===== config.mk =====
export PLATFORM = sky130hd
export DESIGN_NAME = vertex_attribute_dequantizer
export DESIGN_NICKNAME = d
export VERILOG_FILES = /design/src/rtl/vad_pkg.sv /design/src/rtl/vad_front.sv /design/src/rtl/vad_back.sv /design/src/rtl/vertex_attribute_dequantizer.sv
export SDC_FILE = /design/constraint.sdc
export NUM_CORES = 1
export LEC_CHECK = 0
export BUFFER_PORTS_ARGS = -buffer_cell sky130_fd_sc_hd__buf_2
export CAP_MARGIN = 20
export CELL_PAD_IN_SITES_DETAIL_PLACEMENT = 0
export CELL_PAD_IN_SITES_GLOBAL_PLACEMENT = 1
export CORE_ASPECT_RATIO = 0.9
export CORE_MARGIN = 2
export CORE_UTILIZATION = 53
export DETAILED_ROUTE_END_ITERATION = 10
export PLACE_DENSITY = 0.95
export SYNTH_ARGS = -nofsm -noshare
export SYNTH_HDL_FRONTEND = slang
export SYNTH_SLANG_ARGS = --single-unit

===== constraint.sdc =====
create_clock -name clk -period 10.7 [get_ports clk]
set_input_delay 0.535 -clock clk [delete_from_list [all_inputs] [get_ports clk]]
set_output_delay 0.535 -clock clk [all_outputs]
set_load 0.1 [all_outputs]

===== src/rtl/vad_pkg.sv =====
// Shared types and the normalized-integer to float32 conversion for the
// vertex attribute dequantizer. No dependencies.
package vad_pkg;

  typedef enum logic [1:0] {
    MODE_VEC3  = 2'd0,
    MODE_VEC2  = 2'd1,
    MODE_INDEX = 2'd2,
    MODE_NONE  = 2'd3
  } read_mode_t;

  typedef enum logic [2:0] {
    TYPE_BYTE   = 3'd0,
    TYPE_UBYTE  = 3'd1,
    TYPE_SHORT  = 3'd2,
    TYPE_USHORT = 3'd3,
    TYPE_UINT   = 3'd4,
    TYPE_FLOAT  = 3'd5,
    TYPE_RSV6   = 3'd6,
    TYPE_RSV7   = 3'd7
  } comp_type_t;

  typedef enum logic [0:0] {
    CFG_READ_MODE = 1'd0,
    CFG_COMP_TYPE = 1'd1
  } cfg_index_t;

  typedef enum logic [2:0] {
    KIND_ZERO    = 3'd0,
    KIND_RAW     = 3'd1,
    KIND_SNORM8  = 3'd2,
    KIND_UNORM8  = 3'd3,
    KIND_SNORM16 = 3'd4,
    KIND_UNORM16 = 3'd5
  } kind_t;

  typedef struct packed {
    kind_t [2:0]       kind;
    logic  [2:0][31:0] raw;
    logic  [31:0]      index;
  } vad_item_t;

  typedef struct packed {
    logic [31:0] comp_x;
    logic [31:0] comp_y;
    logic [31:0] comp_z;
    logic [31:0] index_value;
  } vad_result_t;

  localparam logic [31:0] FP_ONE = 32'h3F80_0000;

  // m / (2^k - 1) for 0 < m < 2^k - 1 is the k-bit pattern of m repeating
  // forever; the tail is never zero, so rounding is a plain round-half-up
  // with sticky set, and a tie cannot occur.
  function automatic logic [31:0] to_float(input kind_t kind, input logic [31:0] raw);
    logic        sg;
    logic [15:0] m;
    logic [15:0] d;
    logic [15:0] ma;
    logic [47:0] w;
    logic [47:0] s;
    logic [3:0]  lz;
    logic [24:0] mant;
    logic [7:0]  ex;
    logic        found;
    sg = 1'b0;
    m  = '0;
    d  = 16'd1;
    ma = '0;
    w  = '0;
    case (kind)
      KIND_SNORM8: begin
        sg = raw[7];
        m  = {8'd0, raw[7] ? (8'd0 - raw[7:0]) : raw[7:0]};
        d  = 16'd127;
        ma = {m[6:0], 9'd0};
        w  = 48'({7{m[6:0]}} >> 1);
      end
      KIND_UNORM8: begin
        m  = {8'd0, raw[7:0]};
        d  = 16'd255;
        ma = {m[7:0], 8'd0};
        w  = {6{m[7:0]}};
      end
      KIND_SNORM16: begin
        sg = raw[15];
        m  = raw[15] ? (16'd0 - raw[15:0]) : raw[15:0];
        d  = 16'd32767;
        ma = {m[14:0], 1'b0};
        w  = 48'({4{m[14:0]}} >> 12);
      end
      KIND_UNORM16: begin
        m  = raw[15:0];
        d  = 16'd65535;
        ma = m;
        w  = {3{m}};
      end
      default: begin
      end
    endcase
    lz    = '0;
    found = 1'b0;
    for (int i = 15; i >= 0; i--) begin
      if (!found && ma[i]) begin
        found = 1'b1;
        lz    = 4'(15 - i);
      end
    end
    s    = w << lz;
    mant = {1'b0, s[47:24]} + {24'd0, s[23]};
    ex   = 8'd126 - {4'd0, lz};
    if (mant[24]) begin
      ex = ex + 8'd1;
    end
    case (kind)
      KIND_ZERO: to_float = '0;
      KIND_RAW:  to_float = raw;
      default: begin
        if (m == 16'd0 || (kind == KIND_SNORM16 && m[15])) begin
          // zero, or the most negative short which clamps to -1
          to_float = (m == 16'd0) ? 32'd0 : {1'b1, FP_ONE[30:0]};
        end else if (m >= d) begin
          to_float = {sg, FP_ONE[30:0]};
        end else begin
          to_float = {sg, ex, mant[24] ? 23'd0 : mant[22:0]};
        end
      end
    endcase
  endfunction

endpackage


===== src/rtl/vad_front.sv =====
// Front end: configuration registers, element capture and classification,
// and a two-entry queue toward the back end. Depends on vad_pkg.
module vad_front import vad_pkg::*; (
  input  logic        clk,
  input  logic        rst_n,
  input  logic        cfg_we,
  input  logic        cfg_index,
  input  logic [2:0]  cfg_data,
  input  logic        in_push,
  output logic        in_full,
  input  logic [63:0] in_element_bytes_low,
  input  logic [31:0] in_element_bytes_high,
  output logic        item_valid,
  input  logic        item_take,
  output vad_item_t   item
);

  read_mode_t mode_r;
  comp_type_t ctype_r;
  vad_item_t  q_r [2];
  logic       wr_ptr_r, rd_ptr_r;
  logic [1:0] cnt_r, cnt_nxt;
  vad_item_t  cls;
  logic [95:0] eb;
  logic       push, pop;

  always_ff @(posedge clk) begin
    if (!rst_n) begin
      mode_r  <= MODE_VEC3;
      ctype_r <= TYPE_FLOAT;
    end else if (cfg_we) begin
      case (cfg_index)
        CFG_READ_MODE: mode_r  <= read_mode_t'(cfg_data[1:0]);
        CFG_COMP_TYPE: ctype_r <= comp_type_t'(cfg_data);
        default: begin
        end
      endcase
    end
  end

  assign eb = {in_element_bytes_high, in_element_bytes_low};

  always_comb begin
    kind_t k;
    cls = '0;
    case (ctype_r)
      TYPE_BYTE:   k = KIND_SNORM8;
      TYPE_UBYTE:  k = KIND_UNORM8;
      TYPE_SHORT:  k = KIND_SNORM16;
      TYPE_USHORT: k = KIND_UNORM16;
      default:     k = KIND_RAW;
    endcase
    for (int c = 0; c < 3; c++) begin
      case (ctype_r)
        TYPE_BYTE, TYPE_UBYTE:    cls.raw[c] = {24'd0, eb[8*c +: 8]};
        TYPE_SHORT, TYPE_USHORT:  cls.raw[c] = {16'd0, eb[16*c +: 16]};
        default:                  cls.raw[c] = eb[32*c +: 32];
      endcase
    end
    case (mode_r)
      MODE_VEC3: begin
        cls.kind[0] = k;
        cls.kind[1] = k;
        cls.kind[2] = k;
      end
      MODE_VEC2: begin
        cls.kind[0] = k;
        cls.kind[1] = k;
        cls.kind[2] = KIND_ZERO;
      end
      MODE_INDEX: begin
        cls.kind[0] = KIND_ZERO;
        cls.kind[1] = KIND_ZERO;
        cls.kind[2] = KIND_ZERO;
        case (ctype_r)
          TYPE_UBYTE:  cls.index = {24'd0, eb[7:0]};
          TYPE_USHORT: cls.index = {16'd0, eb[15:0]};
          default:     cls.index = eb[31:0];
        endcase
      end
      default: begin
        cls.kind[0] = KIND_ZERO;
        cls.kind[1] = KIND_ZERO;
        cls.kind[2] = KIND_ZERO;
      end
    endcase
  end

  assign in_full    = (cnt_r == 2'd2);
  assign item_valid = (cnt_r != 2'd0);
  assign push       = in_push && !in_full;
  assign pop        = item_take && item_valid;
  assign item       = q_r[rd_ptr_r];
  assign cnt_nxt    = cnt_r + {1'b0, push} - {1'b0, pop};

  always_ff @(posedge clk) begin
    if (!rst_n) begin
      cnt_r    <= '0;
      wr_ptr_r <= 1'b0;
      rd_ptr_r <= 1'b0;
    end else begin
      cnt_r <= cnt_nxt;
      if (push) wr_ptr_r <= !wr_ptr_r;
      if (pop)  rd_ptr_r <= !rd_ptr_r;
    end
  end

  always_ff @(posedge clk) begin
    if (push) q_r[wr_ptr_r] <= cls;
  end

endmodule


===== src/rtl/vad_back.sv =====
// Back end: converts queued items to float32 (or raw) results and holds them in a
// two-entry result queue. Depends on vad_pkg.
module vad_back import vad_pkg::*; (
  input  logic        clk,
  input  logic        rst_n,
  input  logic        item_valid,
  output logic        item_take,
  input  vad_item_t   item,
  output logic        out_empty,
  input  logic        pop,
  output vad_result_t res
);

  vad_result_t q_r [2];
  vad_result_t conv;
  logic        wr_ptr_r, rd_ptr_r;
  logic [1:0]  cnt_r, cnt_nxt;
  logic        deq;

  always_comb begin
    conv.comp_x      = to_float(item.kind[0], item.raw[0]);
    conv.comp_y      = to_float(item.kind[1], item.raw[1]);
    conv.comp_z      = to_float(item.kind[2], item.raw[2]);
    conv.index_value = item.index;
  end

  assign item_take = item_valid && (cnt_r != 2'd2);
  assign out_empty = (cnt_r == 2'd0);
  assign deq       = pop && !out_empty;
  assign res       = q_r[rd_ptr_r];
  assign cnt_nxt   = cnt_r + {1'b0, item_take} - {1'b0, deq};

  always_ff @(posedge clk) begin
    if (!rst_n) begin
      cnt_r    <= '0;
      wr_ptr_r <= 1'b0;
      rd_ptr_r <= 1'b0;
    end else begin
      cnt_r <= cnt_nxt;
      if (item_take) wr_ptr_r <= !wr_ptr_r;
      if (deq)       rd_ptr_r <= !rd_ptr_r;
    end
  end

  always_ff @(posedge clk) begin
    if (item_take) q_r[wr_ptr_r] <= conv;
  end

  a_cnt_bound: assert property (@(posedge clk) disable iff (!rst_n) cnt_r != 2'd3)
    else $error("result queue count out of range");
  a_ptr_gap: assert property (@(posedge clk) disable iff (!rst_n)
      (cnt_r == 2'd1) |-> (wr_ptr_r != rd_ptr_r))
    else $error("result queue pointers disagree with count");
  a_take_grows: assert property (@(posedge clk) disable iff (!rst_n)
      (item_take && !deq) |=> (cnt_r == $past(cnt_r) + 2'd1))
    else $error("result queue lost an item");

endmodule


===== src/rtl/vertex_attribute_dequantizer.sv =====
// Vertex attribute dequantizer: decodes one 12-byte little-endian element per
// cycle, while in_full is low, into up to three float32 or raw 32-bit
// components or one widened index. A pushed element is held in the front
// queue, converted as the back end takes it into the result queue, and
// then shows on the result ports, where it can be popped; with pop held
// high the block sustains one element per clock. Write configuration only
// while idle. Depends on vad_pkg, vad_front and vad_back.
module vertex_attribute_dequantizer import vad_pkg::*; (
  input  logic        clk,
  input  logic        rst_n,
  input  logic        cfg_we,
  input  logic        cfg_index,
  input  logic [2:0]  cfg_data,
  input  logic        in_push,
  output logic        in_full,
  input  logic [63:0] in_element_bytes_low,
  input  logic [31:0] in_element_bytes_high,
  output logic        out_empty,
  input  logic        out_pop,
  output logic [31:0] out_comp_x,
  output logic [31:0] out_comp_y,
  output logic [31:0] out_comp_z,
  output logic [31:0] out_index_value
);

  logic        item_valid, item_take;
  vad_item_t   item;
  vad_result_t res;

  vad_front u_front (
    .clk, .rst_n, .cfg_we, .cfg_index, .cfg_data,
    .in_push, .in_full, .in_element_bytes_low, .in_element_bytes_high,
    .item_valid, .item_take, .item
  );

  vad_back u_back (
    .clk, .rst_n, .item_valid, .item_take, .item,
    .out_empty, .pop(out_pop), .res
  );

  assign out_comp_x      = res.comp_x;
  assign out_comp_y      = res.comp_y;
  assign out_comp_z      = res.comp_z;
  assign out_index_value = res.index_value;

endmodule

==> results.sh, run 1 <==
export IMPL_fmax_ghz=0.113
export IMPL_overflow=0
export IMPL_critPathCaptureType="flip-flop"
export IMPL_synth_top_area_frac=0.471
export IMPL_synth_distinct_cells=112
export IMPL_ys_flop_type="edfxtp_1"
export IMPL_num_nets_final=3341
export IMPL_slew_viol_final=0
export IMPL_status="finished clean"
export IMPL_io_pins=235
export IMPL_viasPerCell=6.85
export IMPL_path_max_fanout=135
export IMPL_rsz0062_at_grt="no"
export IMPL_rr_worst_depth=19
export IMPL_crit_required_ns=11.02
export IMPL_synth_largest_area_cell="edfxtp_1"
export IMPL_tns_ns=0
export IMPL_dr_pass1_iters=6
export IMPL_cts_root_buf="clkbuf_16"
export IMPL_gp_congestion=1.10
export IMPL_synth_area_mm2=0.0334
export IMPL_rows=87
export IMPL_numCtsBuffers=53
export IMPL_vias=27900
export IMPL_hold_buffers=0
export IMPL_cts_tree="yes"
export IMPL_grt_pass1_wl_um=164000
export IMPL_hp_class="in -> reg"
export IMPL_initial_core_util=0.534
export IMPL_worstSetupPathType="reg -> reg"
export IMPL_synth_edf_count=524
export IMPL_synth_most_common_cell="edfxtp_1"
export IMPL_clock_skew_ns=0.0337
export IMPL_drtAntennaViolNets=0
export IMPL_worst_slew_pin_slew_ns=1.17
export IMPL_syn_to_final_growth_pct=10.8
export IMPL_ys_ff_latch=539
export IMPL_r2r_slack_ns=1.88
export IMPL_cts_setup_buffers=0
export IMPL_ctsResizeCount=0
export IMPL_postSynthAreaPerCell_um2=11.1
export IMPL_diodes=0
export IMPL_async_reset_ff_frac=0
export IMPL_die_height_um=242
export IMPL_maxCapViolCount=0
export IMPL_cts_sinks=539
export IMPL_synthTopCellsByArea="edfxtp_1 47%, mux2_2 7.1%, mux2i_1 6.1%"
export IMPL_setup_viol=0
export IMPL_track_usage=0.330
export IMPL_period_share=0.825
export IMPL_antenna_found_initial=7
export IMPL_synth_nets=3158
export IMPL_timing_final_hold_violations=0
export IMPL_clk_latency_ns=0.63
export IMPL_core_area_mm2=0.0625
export IMPL_final_layout_size_suffix_gt1_frac=0.221
export IMPL_routedWlPerCell_um=27.3
export IMPL_drt_iter0_drc=3929
export IMPL_dp_hpwl_um=82300
export IMPL_drc=0
export IMPL_utilization=0.592
export IMPL_grt_pass1_vias=26200
export IMPL_cts_clk_slew_worst_paths_ns=0.06
export IMPL_die_w_um=269
export IMPL_die_area_mm2=0.0650
export IMPL_rr_endpoint="u_back.q_r[0][70]"
export IMPL_crit_end="u_back.q_r[0][70]"
export IMPL_clk_path_buf_depth=3
export IMPL_slew_limit_headroom=0.212
export IMPL_synth_warnings=0
export IMPL_grt_start_max_net_pins=136
export IMPL_min_period_ns=8.82
export IMPL_htreeDepth=2
export IMPL_synth_common_cells="524 x edfxtp_1, 211 x mux2_2, 205 x mux2i_1"
export IMPL_crit_arrival_ns=9.14
export IMPL_yosysSeqAreaShare=0.480
export IMPL_syn_inst=3007
export IMPL_start_kind="flip-flop"
export IMPL_io_buffers=234
export IMPL_routed_wl_um=111000
routing by layer:
metal,vias up,GRT usage,routed length [um]
li1,12200,-,-
met1,13800,0.490,47700
met2,1754,0.487,48500
met3,233,0.0779,12200
met4,12,0.0842,2800
met5,-,0,81
how the worst min path moves through the flow:
| stage | start | endpoint | slack [ns] | depth (start not counted) |
|---|---|---|---|---|
| final | in_element_bytes_low[7] | u_front.q_r[1][39] | 0.14 | 1 |
| after detailed placement | u_front.ctype_r[0] | u_front.ctype_r[0] | 0.55 | 2 |
| after floorplan | u_front.ctype_r[0] | u_front.ctype_r[0] | 0.48 | 2 |
| after global routing | in_element_bytes_low[7] | u_front.q_r[1][39] | 0.13 | 1 |
| after CTS | in_element_bytes_low[4] | u_front.q_r[1][36] | 0.12 | 1 |
| after global placement | u_back.rd_ptr_r | u_back.rd_ptr_r | 0.52 | 2 |
sequential cells by signal, indices dropped and copies added (netlist names), named ones only:
register	count
u_front.q_r	268
u_back.q_r	256
u_front.ctype_r	3
u_back.cnt_r	2
u_front.cnt_r	2
u_front.mode_r	2
u_back.rd_ptr_r	1
u_back.wr_ptr_r	1
u_front.rd_ptr_r	1
u_front.wr_ptr_r	1
worst max-delay path, stage by stage, from the launching register on:
cell       delay, ns
dfxtp_4         0.83
buf_12          0.53
mux2_2          0.46
clkinv_1        0.24
ha_1            0.28
o221ai_1        0.41
o211ai_1        0.29
and3_1          0.25
o2111ai_1       0.40
nor4b_1         0.69
a21oi_1         0.18
o21ai_1         0.42
nand2_2         0.51
inv_1           0.85
o221a_2         0.35
o221ai_1        0.19
or4_1           0.57
o31ai_2         0.48
buf_4           0.30
o22ai_1         0.14
cell families (layout without fill, tap and decap cells):
group	after synthesis	in the layout	synth area share
xor+xnor	60	60	0.0157
simple gates	1019	1019	0.170
buf+inv	212	439	0.0319
compound gates	704	704	0.147
flops	539	539	0.480
mux	427	427	0.138
fa+ha+maj	46	46	0.0172
cells in the final DEF, fill, tap and decap left out, types with 29 or more instances in the layout:
cell,instances
buf_4,60
o21ai_0,113
a211oi_1,38
mux2i_1,203
ha_1,46
buf_2,234
and3_1,32
nand3_1,95
clkbuf_16,53
inv_1,34
nor2_1,192
mux2_2,211
edfxtp_1,524
and2_1,111
o22ai_1,99
nand2_1,169
nor4_1,34
nor3b_1,29
nor3_1,104
a21oi_1,121
xnor2_1,38
o211ai_1,41
stage by stage:
step	setup slack (ns)	cells	hold slack, ns	cell area, um2
floorplan	3.84	3007	0.478	33400
global placement	2.21	3977	0.525	35200
detailed placement	2.09	3979	0.547	35300
CTS	2.11	4078	0.118	37000
global route	1.33	4079	0.126	37000
finish	1.88	4079	0.137	37000
final cells by class:
| cell class | count | area (um2) |
|---|---|---|
| Fill cell | 5127 | 25500 |
| Multi-Input combinational cell | 2256 | 16400 |
| Sequential cell | 539 | 16000 |
| Timing Repair Buffer | 296 | 1670 |
| Clock buffer | 61 | 1360 |
| Tap cell | 845 | 1060 |
| Clock inverter | 38 | 359 |
| Inverter | 44 | 165 |
Power of run 1 is left out: the tool's default activity adds up to more than one toggle a clock period on the data nets, which glitch-free logic cannot reach.
==> run 2, diff against run 1 <==
--- a/config.mk
+++ b/config.mk
@@ -5,15 +5,16 @@
 export SDC_FILE = /design/constraint.sdc
 export NUM_CORES = 1
 export LEC_CHECK = 0
+export ABC_AREA = 1
 export BUFFER_PORTS_ARGS = -buffer_cell sky130_fd_sc_hd__buf_2
 export CAP_MARGIN = 20
 export CELL_PAD_IN_SITES_DETAIL_PLACEMENT = 0
 export CELL_PAD_IN_SITES_GLOBAL_PLACEMENT = 1
 export CORE_ASPECT_RATIO = 0.9
 export CORE_MARGIN = 2
-export CORE_UTILIZATION = 53
+export CORE_UTILIZATION = 42
 export DETAILED_ROUTE_END_ITERATION = 10
-export PLACE_DENSITY = 0.95
+export PLACE_DENSITY = 0.87
 export SYNTH_ARGS = -nofsm -noshare
 export SYNTH_HDL_FRONTEND = slang
 export SYNTH_SLANG_ARGS = --single-unit
==> constraint.sdc (replaced) <==
create_clock -name clk -period 7.7 [get_ports clk]
set_input_delay 0.385 -clock clk [delete_from_list [all_inputs] [get_ports clk]]
set_output_delay 0.385 -clock clk [all_outputs]
set_load 0.1 [all_outputs]
==> run 2 against run 1 <==
- design area is 2.6% higher
- clock skew is 0.011 ns higher
- critical path depth is 11 higher
- critical path type unchanged
- register-to-register slack worse by 1.2 ns
- via count is 8.6% higher
- largest cell class is now flip-flops and latches
- maximum frequency is 25% higher
- sequential share of layout area is 1.1 points lower
- critical endpoint is now u_back.q_r[0][69]
- die area is 27% higher
==> results.sh, run 2 <==
export IMPL_cp_slowest_cell="nor3_1"
export IMPL_hp_class="in -> reg"
export IMPL_routed_wl_um=117000
export IMPL_core_area_mm2=0.0795
export IMPL_routedWlPerCell_um=21.5
export IMPL_drt_iter0_drc=3792
export IMPL_fmax_ghz=0.142
export IMPL_ys_flop_type="edfxtp_1"
export IMPL_diodes=0
export IMPL_design_area_mm2=0.0380
export IMPL_yosysSeqAreaShare=0.476
export IMPL_async_reset_ff_frac=0
export IMPL_synth_nets=4276
export IMPL_largest_registers="u_front.q_r: 268 flops, u_back.q_r: 256 flops, u_front.ctype_r: 3 flops"
export IMPL_layout_common_cells="1195 x nand2_1, 575 x nand3_1, 524 x edfxtp_1, 444 x inv_1, 326 x nor2_1"
export IMPL_synth_warnings=0
export IMPL_synth_distinct_cells=69
export IMPL_tns_ns=0
export IMPL_status="finished clean"
export IMPL_cts_clk_slew_worst_paths_ns=0.06
export IMPL_period_share=0.914
export IMPL_slew_viol_final=0
export IMPL_synth_edf_count=524
export IMPL_dpl_cell_area_mm2=0.0357
export IMPL_cts_root_buf="clkbuf_16"
export IMPL_clock_skew_ns=0.0443
export IMPL_final_layout_size_suffix_gt1_frac=0.147
export IMPL_dp_hpwl_um=88100
export IMPL_num_nets_final=4476
export IMPL_fillers=7713
export IMPL_crit_arrival_ns=7.33
export IMPL_wl_met2_um=50400
export IMPL_ys_ff_latch=539
export IMPL_utilization=0.478
export IMPL_drc=0
export IMPL_antenna_found_initial=4
export IMPL_met1Wirelength_um=52100
export IMPL_min_period_ns=7.04
export IMPL_start_kind="flip-flop"
export IMPL_timing_final_hold_violations=0
export IMPL_critPathCaptureType="flip-flop"
export IMPL_grt_pass1_wl_um=174000
export IMPL_syn_inst=4125
export IMPL_synth_largest_area_cell="edfxtp_1"
export IMPL_htreeDepth=2
export IMPL_largest_reg_flops=268
export IMPL_fin_cells=5424
export IMPL_drtAntennaViolNets=0
export IMPL_overflow=0
export IMPL_synth_area_mm2=0.0337
export IMPL_clk_path_buf_depth=3
export IMPL_cts_tree="yes"
export IMPL_slowest_delay_ns=0.52
export IMPL_crit_required_ns=7.99
export IMPL_numCtsBuffers=59
export IMPL_top_layer="met5"
export IMPL_synth_most_common_cell="nand2_1"
export IMPL_viasPerCell=5.60
export IMPL_synth_common_cells="1196 x nand2_1, 575 x nand3_1, 524 x edfxtp_1"
export IMPL_die_area_mm2=0.0825
export IMPL_rr_worst_depth=30
export IMPL_worst_slew_pin_slew_ns=1.00
export IMPL_die_height_um=273
export IMPL_track_usage=0.277
export IMPL_maxCapViolCount=0
export IMPL_rsz0062_at_grt="no"
export IMPL_worstSetupPathType="reg -> reg"
export IMPL_postSynthAreaPerCell_um2=8.17
export IMPL_cts_sinks=539
export IMPL_syn_to_final_growth_pct=12.6
export IMPL_place_inst=5294
export IMPL_final_common_cell="nand2_1"
export IMPL_slew_limit_headroom=0.326
export IMPL_path_max_fanout=124
export IMPL_rows=98
export IMPL_grt_pass1_vias=27600
export IMPL_gp_congestion=1.01
export IMPL_clk_latency_ns=0.67
export IMPL_io_buffers=234
export IMPL_initial_core_util=0.424
export IMPL_setup_viol=0
export IMPL_crit_top_cell="nand2_1"
export IMPL_vias=30400
export IMPL_io_pins=235
export IMPL_regMostFlops="u_front.q_r"
export IMPL_hold_path_cell_count=3
export IMPL_synth_top_area_frac=0.467
export IMPL_route_met3_wl_um=11900
export IMPL_dr_pass1_iters=8
export IMPL_grt_start_max_net_pins=135
export IMPL_synthTopCellsByArea="edfxtp_1 47%, nand2_1 13%, nand3_1 8.5%"
export IMPL_die_w_um=303
[run 2: cell types whose count changed after synthesis, moves of 97 or more]
cell,delta
and2_1,-97
inv_1,+409
mux2i_1,-205
nand2_1,+1027
nand3_1,+480
nor2_1,+136
[run 2: cell families (layout without fill, tap and decap cells)]
logic type | after synthesis | count (layout) | share of synthesized area
flops | 539 | 539 | 0.476
simple gates | 2388 | 2388 | 0.312
fa+ha+maj | 46 | 46 | 0.0171
buf+inv | 634 | 883 | 0.0811
mux | 128 | 128 | 0.0428
compound gates | 360 | 360 | 0.0635
xor+xnor | 30 | 30 | 0.00780
[run 2: repair_timing]
| action | in CTS | in global routing |
|---|---|---|
| setup buffers | 0 | 0 |
| hold endpoints to repair | 39 | 0 |
| hold buffers | 20 | 0 |
| setup endpoints to repair | 0 | 98 |
| gates resized for setup | 0 | 4 |
[run 2: layer usage]
metal | vias to the layer above | GRT usage
li1 | 14300 | -
met2 | 1543 | 0.408
met3 | 137 | 0.0462
met4 | 4 | 0.0613
met1 | 14400 | 0.423
met5 | - | 0
[run 2: worst paths after layout]
path / startpoint / end / slack [ns]
worst max-delay path: flip-flop / u_back.q_r[0][69] / 0.66
worst min-delay path: in_element_bytes_high[24] / u_front.q_r[1][120] / 0.04
worst max register to register: flip-flop / u_back.q_r[0][69] / 0.66
worst min register to register: u_back.rd_ptr_r / u_back.rd_ptr_r / 0.46
[run 2: cell type report]
type                    count  area [um2]  area share
multi-input cells        2952       15000       0.395
inverters                 467        1760      0.0462
clock buffers              71        1530      0.0403
clock inverters            39         531      0.0140
flip-flops and latches    539       16000       0.423
well taps                1050        1310      0.0346
repair buffers            306        1800      0.0475
[run 2: per-stage QoR]
stage                     setup WS [ns]  hold slack (ns)
after CTS                         0.499          0.00440
after global routing             0.0199           0.0336
after global placement            0.542            0.434
after floorplan                   0.956            0.425
final                             0.659           0.0362
after detailed placement          0.456            0.450
[run 2: worst max-delay path: cells and delay by family, from the launching register on]
family / cells / cell delay [ns]
buf+inv: 9 / 2.05
compound gates: 3 / 0.81
simple gates: 16 / 2.94
flops: 1 / 0.37
fa+ha+maj: 2 / 0.44
Power of run 2 is left out for the same reason.
